## config.mk

```make
export PLATFORM = sky130hd
export DESIGN_NAME = rm2q_sqrt
export DESIGN_NICKNAME = d
export VERILOG_FILES = /design/src/hw/rtl/rm2q_pkg.sv /design/src/hw/rtl/rm2q_sqrt.sv
export SDC_FILE = /design/constraint.sdc
export NUM_CORES = 2
export LEC_CHECK = 0
export BUFFER_PORTS_ARGS = -buffer_cell sky130_fd_sc_hd__buf_2
export CAP_MARGIN = 10
export CORE_ASPECT_RATIO = 0.6
export CORE_UTILIZATION = 50
export CTS_BUF_LIST = sky130_fd_sc_hd__clkbuf_8
export DETAILED_ROUTE_END_ITERATION = 10
export HOLD_SLACK_MARGIN = 0.12
export PLACE_DENSITY = 0.71
export SYNTH_ARGS = -nofsm -noshare
export SYNTH_HDL_FRONTEND = slang
export SYNTH_SLANG_ARGS = --single-unit
```

## constraint.sdc

```tcl
create_clock -name clk -period 8.5 [get_ports clk]
set_input_delay 0.85 -clock clk [delete_from_list [all_inputs] [get_ports clk]]
set_output_delay 0.85 -clock clk [all_outputs]
set_load 0.02 [all_outputs]
```

## src/hw/rtl/rm2q_pkg.sv

```systemverilog
// Shared types and constants for the rotation matrix to quaternion pipeline.
// No dependencies; used by every module under hw/rtl.
package rm2q_pkg;

	localparam int W  = 16;
	localparam int F  = W - 2;
	localparam int MW = W + 1;
	localparam int SW = 2 * MW + 2;
	localparam int RW = MW + 1;
	localparam int NW = W + F + 2;
	localparam int QW = F + 1;
	localparam logic [W-1:0] ONE = W'(1) << F;

	typedef enum logic [1:0] {
		BR_TRACE = 2'd0,
		BR_X     = 2'd1,
		BR_Y     = 2'd2,
		BR_Z     = 2'd3
	} branch_t;

	typedef struct packed {
		logic [3:0][MW-1:0] mag;
		logic [3:0]         neg;
		branch_t            branch;
		logic               rpos;
	} side_t;

endpackage

```

## src/hw/rtl/rm2q_sqrt.sv

```systemverilog
// Pipelined integer square root, one root bit per stage, sideband carried along.
// Depends on rm2q_pkg.
module rm2q_sqrt (
	input  logic                    clk,
	input  logic                    arst_n,
	input  logic                    adv,
	input  logic                    in_valid,
	input  rm2q_pkg::side_t         in_side,
	input  logic [rm2q_pkg::SW-1:0] sumsq,
	output logic                    out_valid,
	output rm2q_pkg::side_t         out_side,
	output logic [rm2q_pkg::RW-1:0] root
);
	import rm2q_pkg::*;

	logic [SW-1:0] rem_s  [RW+1];
	logic [RW-1:0] root_s [RW+1];
	logic          vld_s  [RW+1];
	side_t         side_s [RW+1];

	assign rem_s[0]  = sumsq;
	assign root_s[0] = '0;
	assign vld_s[0]  = in_valid;
	assign side_s[0] = in_side;

	for (genvar i = 0; i < RW; i++) begin : g_stage
		localparam int K = RW - 1 - i;
		logic [SW-1:0] cand;
		logic          take;

		assign cand = (SW'(root_s[i]) << (K + 1)) | (SW'(1) << (2 * K));
		assign take = (rem_s[i] >= cand);

		always_ff @(posedge clk or negedge arst_n) begin
			if (!arst_n) begin
				vld_s[i+1] <= 1'b0;
			end else if (adv) begin
				vld_s[i+1] <= vld_s[i];
			end
		end

		always_ff @(posedge clk) begin
			if (adv) begin
				rem_s[i+1]  <= take ? rem_s[i] - cand : rem_s[i];
				root_s[i+1] <= take ? (root_s[i] | (RW'(1) << K)) : root_s[i];
				side_s[i+1] <= side_s[i];
			end
		end
	end

	assign out_valid = vld_s[RW];
	assign out_side  = side_s[RW];
	assign root      = root_s[RW];

endmodule

```

==> impl_results.md <==
* Min Tclk post-route at about 4.7 ns
* Mapped Area at 0.07850 mm²
* EDFF count, synth at between 2000 and 2500
* Fin. max-slew vios at 0
* CTS resizes at 0
* Lkg Pwr at 0.03190 µW
* Nets at just over 5000
* CTS root buf: clkbuf_8
* Antenna violations before repair at 5
* Row cnt at 112
* PD cells at 255.0 mW/mm²
* DR vias at 36700
* VDD IR max at roughly 0.19 mV
* CP arrival at roughly 5.3 ns
* DRC at 0
* RD Place Congestion at 0.9084
* Ys flop type: edfxtp_1
* Vias per std cell at 5.126
* CP Launch Type: flip-flop
* DPL Wire Length at roughly 80000 µm
* Share of cells above drive strength 1 at 0.1359
* Xor/xnor share of the synthesized area at 0.02789
* Crit path kind: reg -> reg
* Max-cap violation count at 0
* CTS tree: done
* Mux share of post-synthesis cell area at 0.006981
* CTS Sinks at 2151
* Synth cell types at 84
* Synth Area in Simple Gates at 0.05446
* DRT antenna net count at 0
* First-pass GRT wire length at 193600 µm
* Synth Area in Compound Gates at 0.03927
* Number of port buffers at 208
* Sequential share of the synthesized area at 0.8217
* Total routed wirelength at 126000 µm
* Final period utilization at 0.5532
* Total Routing Usage GR at 0.1561
* Bufs on Longest Clock Path at 4
* H-tree level count at 5
* Die W at 513.5 µm
* Yosys warning count at 0
* Worst-path clk slew at 0.06 ns
* IO Pins at 209
* Clock Skew at 0.06124 ns
* Syn_area_per_cell at 18.39 µm²
* Worst hold-check path type: in -> reg
* Final core occ at 0.5683
* Crit-path max FO at 24
* Clock insertion delay at the later pin of the skew report at 0.93 ns
* Status: completed
* Area Growth Syn to Fin at 12.70%
* Net Count, Synth at between 4000 and 5000
* Core area at approximately 0.16 mm²
* Fillers at 11580
* Post-synth ARST share at 0.008368
* Fmax at 212.7 MHz
* Largest net degree at the start of global routing at 222
* Endpoint type of the worst setup path: flip-flop
* GRT overflow at 0
* Worst-margin pin slew at 1.402 ns
* Synth Area in Adders at 0.02949
* Die area at between 0.15 and 0.2 mm²
* Critical path required time at 9.12 ns
* Initial Util at 0.5042
* Final setup vio count at 0
* Combinational family with the most area after synthesis: simple AND/OR/NAND/NOR gates
* DR pass1 iterations at 5
* Rel. slew slack at 0.05678
* Register bit total from synthesis at 2151
* Final Hold Viols at 0
* Footprint of the multi-input gates at 0.01242 mm²
* Chip Height at 308.9 µm
* Synth Instances at 4268
* Total CTS buffers at just over 300
* Setup TNS at 0 ns
* Register Area at around 0.065 mm²
* Iteration-0 DRC Markers at approximately 3800
* WL per Instance at 17.59 µm
* Vias in the first global route at 35280
* RSZ-0062 raised after global routing: false
-- cell families after synthesis --
| group | count (synthesis) |
|---|---|
| compound gates | 491 |
| xor+xnor | 250 |
| fa+ha+maj | 185 |
| buf+inv | 336 |
| flops | 2151 |
| mux | 48 |
| simple gates | 807 |
-- sequential cells by signal (all words and copies together), names as in the netlist --
register,cells
out_side,75
g_stage.cand,153
root,18
out_valid,1
rem_s,612
vld_s,17
side_s,1275
-- critical path, cell delays in order, from the launching register on --
cell	delay (ns)
edfxtp_1	0.39
ha_1	0.41
or4b_1	0.47
nor4_1	0.72
a211oi_1	0.23
o2111ai_2	0.98
inv_2	0.28
nor4_1	0.66
nand2b_1	0.15
xnor2_1	0.16
-- placed cells by master, fill, tap and decap left out, types with 9 or more instances in the layout --
cell	count
ha_1	185
nand3_1	38
or4_1	22
a21oi_1	147
dlygate4sd3_1	113
clkinv_1	80
o21ai_0	127
edfxtp_1	2133
clkinv_2	27
or2_2	11
o31ai_1	24
nor4b_1	15
a211oi_1	17
o21a_1	40
clkbuf_8	317
buf_2	207
a21o_1	39
a21boi_0	9
xor2_1	113
buf_12	12
o31a_1	10
mux2_2	38
nor2b_1	28
xnor2_1	137
nor3_1	89
nand2b_1	38
buf_4	14
a31oi_1	9
inv_1	316
nand2_1	182
nand4_1	31
and2_1	9
nor2_1	168
dfrtp_1	18
or3_1	32
o211ai_1	9
nor4_1	83
-- timing repair --
action | in CTS | in global routing
hold buffers | 113 | 0
endpoints found under the hold margin | 130 | 0
endpoints found under the setup margin | 0 | 0
buffers inserted | 0 | 0
-- path summary, 6_finish.rpt --
path / start / endpoint / slack, ns / depth (start not counted)
worst max-delay path: rem_s[229] / rem_s[211] / 3.80 / 9
worst min-delay path: in_side[37] / side_s[1312] / 0.23 / 1
worst max register to register: rem_s[229] / rem_s[211] / 3.80 / 9
worst min register to register: side_s[1157] / side_s[1082] / 0.39 / 0
max in group asynchronous: arst_n / vld_s[14] / 7.77 / 2
min in group asynchronous: arst_n / vld_s[1] / 0.45 / 2
-- metrics by stage --
step	hold WS [ns]	power, µW	cell area [µm²]	setup slack (ns)	instances
after global placement	0.4002	15190	81780	3.908	6499
final	0.2282	22560	88470	3.798	7160
after global routing	0.1277	23580	88470	3.574	7160
after CTS	0.1224	22830	88460	3.909	7156
after detailed placement	0.4045	15290	81780	3.888	6499
after floorplan	0.4003	14520	78500	5.560	4268
-- report_power, final --
part           internal [µW]  switching (µW)  leakage, µW
combinational            804            1130      0.00778
clock                   3670            3750      0.00319
sequential             12700             464       0.0209
total                  17200            5340       0.0319
-- area by class of cell --
class | instances | area share
Clock inverter | 227 | 0.01339
Multi-Input combinational cell | 1781 | 0.1403
Inverter | 225 | 0.009546
Tap cell | 2109 | 0.02983
Timing Repair Buffer | 346 | 0.02840
Antenna cell | 4 | 0.0001131
Clock buffer | 317 | 0.04931
Sequential cell | 2151 | 0.7291
-- layer usage --
| layer | routed length (µm) | GRT usage | up-vias |
|---|---|---|---|
| li1 | - | - | 17470 |
| met1 | 62880 | 0.2468 | 17910 |
| met2 | 51270 | 0.2110 | 1088 |
| met3 | 8925 | 0.03805 | 233 |
| met4 | 2887 | 0.04994 | 2 |
| met5 | 13 | 0 | - |
-- Yosys cell counts, drive strengths merged, types with 17 or more instances --
cell type / n / area (µm²)
edfxtp: 2133 / 64050
inv: 225 / 844.6
ha: 185 / 2315
nand2: 183 / 689.4
nor2: 169 / 641.9
a21oi: 147 / 735.7
xnor2: 137 / 1200
o21ai: 132 / 664.4
xor2: 113 / 989.7
buf: 94 / 681.9
nor3: 89 / 445.4
nor4: 87 / 586.8
mux2: 42 / 488.0
o21a: 41 / 309.1
nand2b: 40 / 260.3
a21o: 39 / 292.8
nand3: 38 / 190.2
or3: 32 / 200.2
nand4: 31 / 193.9
nor2b: 28 / 175.2
o31ai: 24 / 180.2
or4: 24 / 187.7
a211oi: 18 / 135.1
dfrtp: 18 / 450.4
clkbuf: 17 / 63.81
Note: power is estimated with default switching activity, not from simulation.
