**src/hw/rtl/rm2q_pkg.sv**
```systemverilog
// Shared types and constants for the rotation matrix to quaternion pipeline.
// No dependencies; used by every module under hw/rtl.
package rm2q_pkg;

	localparam int W  = 16;
	localparam int F  = W - 2;
	localparam int MW = W + 1;
	localparam int SW = 2 * MW + 2;
	localparam int RW = MW + 1;
	localparam int NW = W + F + 2;
	localparam int QW = F + 1;
	localparam logic [W-1:0] ONE = W'(1) << F;

	typedef enum logic [1:0] {
		BR_TRACE = 2'd0,
		BR_X     = 2'd1,
		BR_Y     = 2'd2,
		BR_Z     = 2'd3
	} branch_t;

	typedef struct packed {
		logic [3:0][MW-1:0] mag;
		logic [3:0]         neg;
		branch_t            branch;
		logic               rpos;
	} side_t;

endpackage

```
**src/hw/rtl/rm2q_prep.sv**
```systemverilog
// Front stages: branch choice, quaternion vector, squares and sum of squares.
// Depends on rm2q_pkg.
module rm2q_prep (
	input  logic                                clk,
	input  logic                                arst_n,
	input  logic                                adv,
	input  logic                                in_valid,
	input  logic [8:0][rm2q_pkg::W-1:0]         m,
	output logic                                out_valid,
	output rm2q_pkg::side_t                     side,
	output logic [rm2q_pkg::SW-1:0]             sumsq
);
	import rm2q_pkg::*;

	localparam logic signed [MW:0] ONE_E = (MW+1)'(ONE);

	logic signed [MW:0] e [9];
	logic signed [MW:0] tr;
	logic signed [MW:0] comp [4];
	logic signed [MW:0] r;
	branch_t br;

	logic               v_s1, v_s2, v_s3;
	logic signed [MW:0] comp_s1 [4];
	branch_t            br_s1;
	logic               rpos_s1;
	logic [2*MW-1:0]    sq_s2 [4];
	side_t              side_s2, side_s3;
	logic [SW-1:0]      sum_s3;
	logic [MW:0]        ab [4];

	always_comb begin
		for (int i = 0; i < 9; i++) begin
			e[i] = {{2{m[i][W-1]}}, m[i]};
		end
		tr = e[0] + e[4] + e[8];
		if (tr > 0) begin
			br = BR_TRACE;
			r = ONE_E + tr;
			comp[0] = r;
			comp[1] = e[7] - e[5];
			comp[2] = e[2] - e[6];
			comp[3] = e[3] - e[1];
		end else if (e[0] > e[4] && e[0] > e[8]) begin
			br = BR_X;
			r = ONE_E + e[0] - e[4] - e[8];
			comp[0] = e[7] - e[5];
			comp[1] = r;
			comp[2] = e[1] + e[3];
			comp[3] = e[2] + e[6];
		end else if (e[4] > e[8]) begin
			br = BR_Y;
			r = ONE_E + e[4] - e[0] - e[8];
			comp[0] = e[2] - e[6];
			comp[1] = e[1] + e[3];
			comp[2] = r;
			comp[3] = e[5] + e[7];
		end else begin
			br = BR_Z;
			r = ONE_E + e[8] - e[0] - e[4];
			comp[0] = e[3] - e[1];
			comp[1] = e[2] + e[6];
			comp[2] = e[5] + e[7];
			comp[3] = r;
		end
	end

	always_comb begin
		for (int i = 0; i < 4; i++) begin
			ab[i] = comp_s1[i][MW] ? MW'(0) - comp_s1[i] : comp_s1[i];
		end
	end

	always_ff @(posedge clk or negedge arst_n) begin
		if (!arst_n) begin
			v_s1 <= 1'b0;
			v_s2 <= 1'b0;
			v_s3 <= 1'b0;
		end else if (adv) begin
			v_s1 <= in_valid;
			v_s2 <= v_s1;
			v_s3 <= v_s2;
		end
	end

	always_ff @(posedge clk) begin
		if (adv) begin
			for (int i = 0; i < 4; i++) begin
				comp_s1[i]      <= comp[i];
				side_s2.mag[i]  <= ab[i][MW-1:0];
				side_s2.neg[i]  <= comp_s1[i][MW];
				sq_s2[i]        <= ab[i][MW-1:0] * ab[i][MW-1:0];
			end
			br_s1          <= br;
			rpos_s1        <= (r > 0);
			side_s2.branch <= br_s1;
			side_s2.rpos   <= rpos_s1;
			side_s3        <= side_s2;
			sum_s3         <= SW'(sq_s2[0]) + SW'(sq_s2[1]) + SW'(sq_s2[2]) + SW'(sq_s2[3]);
		end
	end

	assign out_valid = v_s3;
	assign side      = side_s3;
	assign sumsq     = sum_s3;

endmodule

```
**config.mk**
```make
export PLATFORM = sky130hd
export DESIGN_NAME = rm2q_prep
export DESIGN_NICKNAME = d
export VERILOG_FILES = /design/src/hw/rtl/rm2q_pkg.sv /design/src/hw/rtl/rm2q_prep.sv
export SDC_FILE = /design/constraint.sdc
export NUM_CORES = 2
export LEC_CHECK = 0
export ABC_AREA = 1
export BUFFER_PORTS_ARGS = -buffer_cell sky130_fd_sc_hd__buf_4
export CELL_PAD_IN_SITES_DETAIL_PLACEMENT = 0
export CELL_PAD_IN_SITES_GLOBAL_PLACEMENT = 1
export CORE_AREA = 10 10 509 511
export CTS_CLUSTER_SIZE = 14
export DETAILED_ROUTE_END_ITERATION = 8
export DIE_AREA = 0 0 519 521
export GPL_TIMING_DRIVEN = 0
export PLACE_DENSITY = 0.56
export SYNTH_ARGS = -nofsm -noshare
export SYNTH_HDL_FRONTEND = slang
export SYNTH_SLANG_ARGS = --single-unit
```
**constraint.sdc**
```tcl
create_clock -name clk -period 6.8 [get_ports clk]
set_input_delay 2.04 -clock clk [delete_from_list [all_inputs] [get_ports clk]]
set_output_delay 2.04 -clock clk [all_outputs]
set_load 0.05 [all_outputs]
```
==> out/qor.yml <==
grt:
  grtUsageTotal_pct: 16.3
  use_met3_pct: 2.03
  grt_max_degree: 123
  antenna_found_initial: 24
  grt_pass1_vias: 52000
  grt_pass1_wl_um: 334000
  use_met1_pct: 21.9
  use_met2_pct: 27.9
  grt_busiest_layer: "met2"
  grt-ovfl-total: 0
timing:
  tightest_slew_ns: 1.05
  finalHoldViolCount: 0
  setup_viol: 52
  fin_ws_ns: -0.617
  fin_crit_sh_pct: 109
  drv_slew: 0
  fmax_mhz: 135
  clock-skew-final_ns: 0.0534
  period_needed_ns: 7.42
  grt_setup_unrepaired: "true"
  relSlewSlack_pct: 29.7
worst_setup_path:
  startpoint_type: "flip-flop"
  r2r-end: "sq_s2[0][31]"
  max_stage_delay_ns: 0.54
  worst_ep_arrival_time_ns: 7.85
  crit_path_end_kind: "flip-flop"
  rr_startpoint: "comp_s1[0][0]"
  crit_required_ns: 7.23
  cp_max_fo: 4
  r2r_slack_ns: -0.62
  slowest_stage: "fa_1"
  path_class: "flip-flop to flip-flop"
  r2r_cells: 33
  crit_top_cell: "fa_1"
cts:
  cts.sinks: 392
  clk_latency_ns: 0.71
  clk_pin_slew_ns: 0.07
  cts.htree.levels: 2
  clk_path_buf_depth: 3
  cts_tree: "yes"
  root_buffer: "clkbuf_16"
  numCtsBuffers: 53
routing:
  routedWlPerCell_um: 20.4
  drc: 0
  firstDrtPassIters: 6
  drtAntennaViolNets: 0
  vias: 48800
  drt-vias-per-instance: 4.41
  first_iter_violations: 3159
  routed_wl_um: 226000
place:
  place_congestion: 0.918
  dp_hpwl_um: 187000
  placed_cell_area_um2: 68500
  pre_cts_ws_ns: -2.87
  numPlacedInstances: 10600
  portBuffers: 259
hold_path:
  hold_end: "side[50]"
  holdCritStartpoint: "side_s2[50]"
  hold_class: "flip-flop to flip-flop"
  hold_depth: 0
floorplanning:
  start_util_pct: 24.9
  die-area_um2: 270000
  die_x_um: 519
  ioPinCount: 260
  dieHeight_um: 521
  coreArea_um2: 248000
  num_rows: 183
logic_synthesis:
  avgSynthCellArea_um2: 8.87
  synth_ff_type: "edfxtp_1"
  ys_ff_latch: 392
  syn-cell-area_um2: 61800
  synth_seq_area_share_pct: 19.0
  synth_cell_types: 70
  async_reset_ff_share_pct: 0.765
  yosys_warnings: 0
  synth_edf_count: 389
  synthCells: 6968
job:
  maxCapViolCount: 0
finish:
  stdcell_count: 11100
  fin_nets: 9507
  final_common_cell: "inv_1"
  fin_util_pct: 31.6
  mostFrequentLayoutCells: "inv_1, nand2_1, fa_1, ha_1, buf_4"
  drive_gt1_share_pct: 21.9
  area_growth_pct: 26.9
  final_area_um2: 78400
run_status:
  violations: "negative setup slack"
  outcome: "complete, but fails checks"
-- through the flow --
stage          setup TNS [ns]  hold WS, ns
6_report               -13.18        0.411
3_5_place_dp          -185.12        0.405
3_3_place_gp          -198.05        0.402
2_1_floorplan         -0.0211        0.400
5_1_grt                -28.98        0.420
4_1_cts                -16.12        0.408
-- how the worst max path moves through the flow --
| stage | startpoint | end | slack (ns) | depth (start not counted) |
|---|---|---|---|---|
| floorplan | comp_s1[1][0] | sq_s2[1][33] | -0.01 | 37 |
| finish | comp_s1[0][0] | sq_s2[0][31] | -0.62 | 33 |
| global route | comp_s1[0][0] | sq_s2[0][31] | -0.87 | 33 |
| CTS | comp_s1[0][0] | sq_s2[0][33] | -0.76 | 31 |
| global placement | comp_s1[0][0] | sq_s2[0][33] | -3.20 | 33 |
| detailed placement | comp_s1[0][0] | sq_s2[0][33] | -2.87 | 32 |
-- sequential cells by signal, summed over array words and instances, names as in the netlist --
register   cells
sq_s2        128
side          75
side_s2       75
comp_s1       72
sumsq         36
br_s1          2
out_valid      1
rpos_s1        1
v_s1           1
v_s2           1
-- cell usage after synthesis (all sizes together), types with 56 or more instances --
master | count | area share, %
a21oi | 352 | 2.9
buf | 56 | 0.54
clkbuf | 67 | 0.41
edfxtp | 389 | 19
fa | 900 | 29
ha | 758 | 15
inv | 1652 | 10
nand2 | 1091 | 6.7
nand3 | 147 | 1.2
nor2 | 597 | 3.6
nor3 | 57 | 0.52
o21ai | 250 | 2.1
xnor2 | 71 | 1.0
xor2 | 257 | 3.7
-- cells by family after synthesis --
family | Yosys count | synth area share, %
and+or+nand+nor | 1984 | 13.0
buffers and inverters | 1793 | 11.1
adders and majority gates | 1658 | 44.5
other | 2 | 0.0122
DFF | 392 | 19.0
muxes | 1 | 0.0182
xor gates and xnor gates | 328 | 4.73
AOI/OAI and AO/OA | 810 | 7.59
-- per-layer routing --
layer / wire length [um] / share of wire [%]
met5: 58 / 0.026
met4: 5550 / 2.5
met3: 9960 / 4.4
met2: 109000 / 48
met1: 102000 / 45
-- final cells by class --
cell class / instances / area, um2
Clock buffer: 56 / 1340
Multi-Input combinational cell: 4784 / 47600
Tap cell: 3330 / 4170
Timing Repair Buffer: 681 / 5700
Sequential cell: 392 / 11800
Inverter: 1670 / 6530
Buffer: 119 / 973
Fill cell: 26100 / 170000
Clock inverter: 44 / 359
Antenna cell: 4 / 10.0
-- critical path: cells and delay by family, from the launching register on --
kind,cells,cell delay (ns)
DFF,1,0.38
xor gates and xnor gates,2,0.45
AOI/OAI and AO/OA,3,0.48
adders and majority gates,8,3.53
and+or+nand+nor,10,1.24
buffers and inverters,10,1.05
-- repair_timing --
item                       4_1_cts  5_1_grt
gates resized for setup        788      467
pin swaps                      206      299
hold buffers                     0        0
setup buffers                  278      160
setup endpoints to repair      104       95
Power is left out: the tool's default activity adds up to more than one toggle a clock period on the data nets, which glitch-free logic cannot reach.
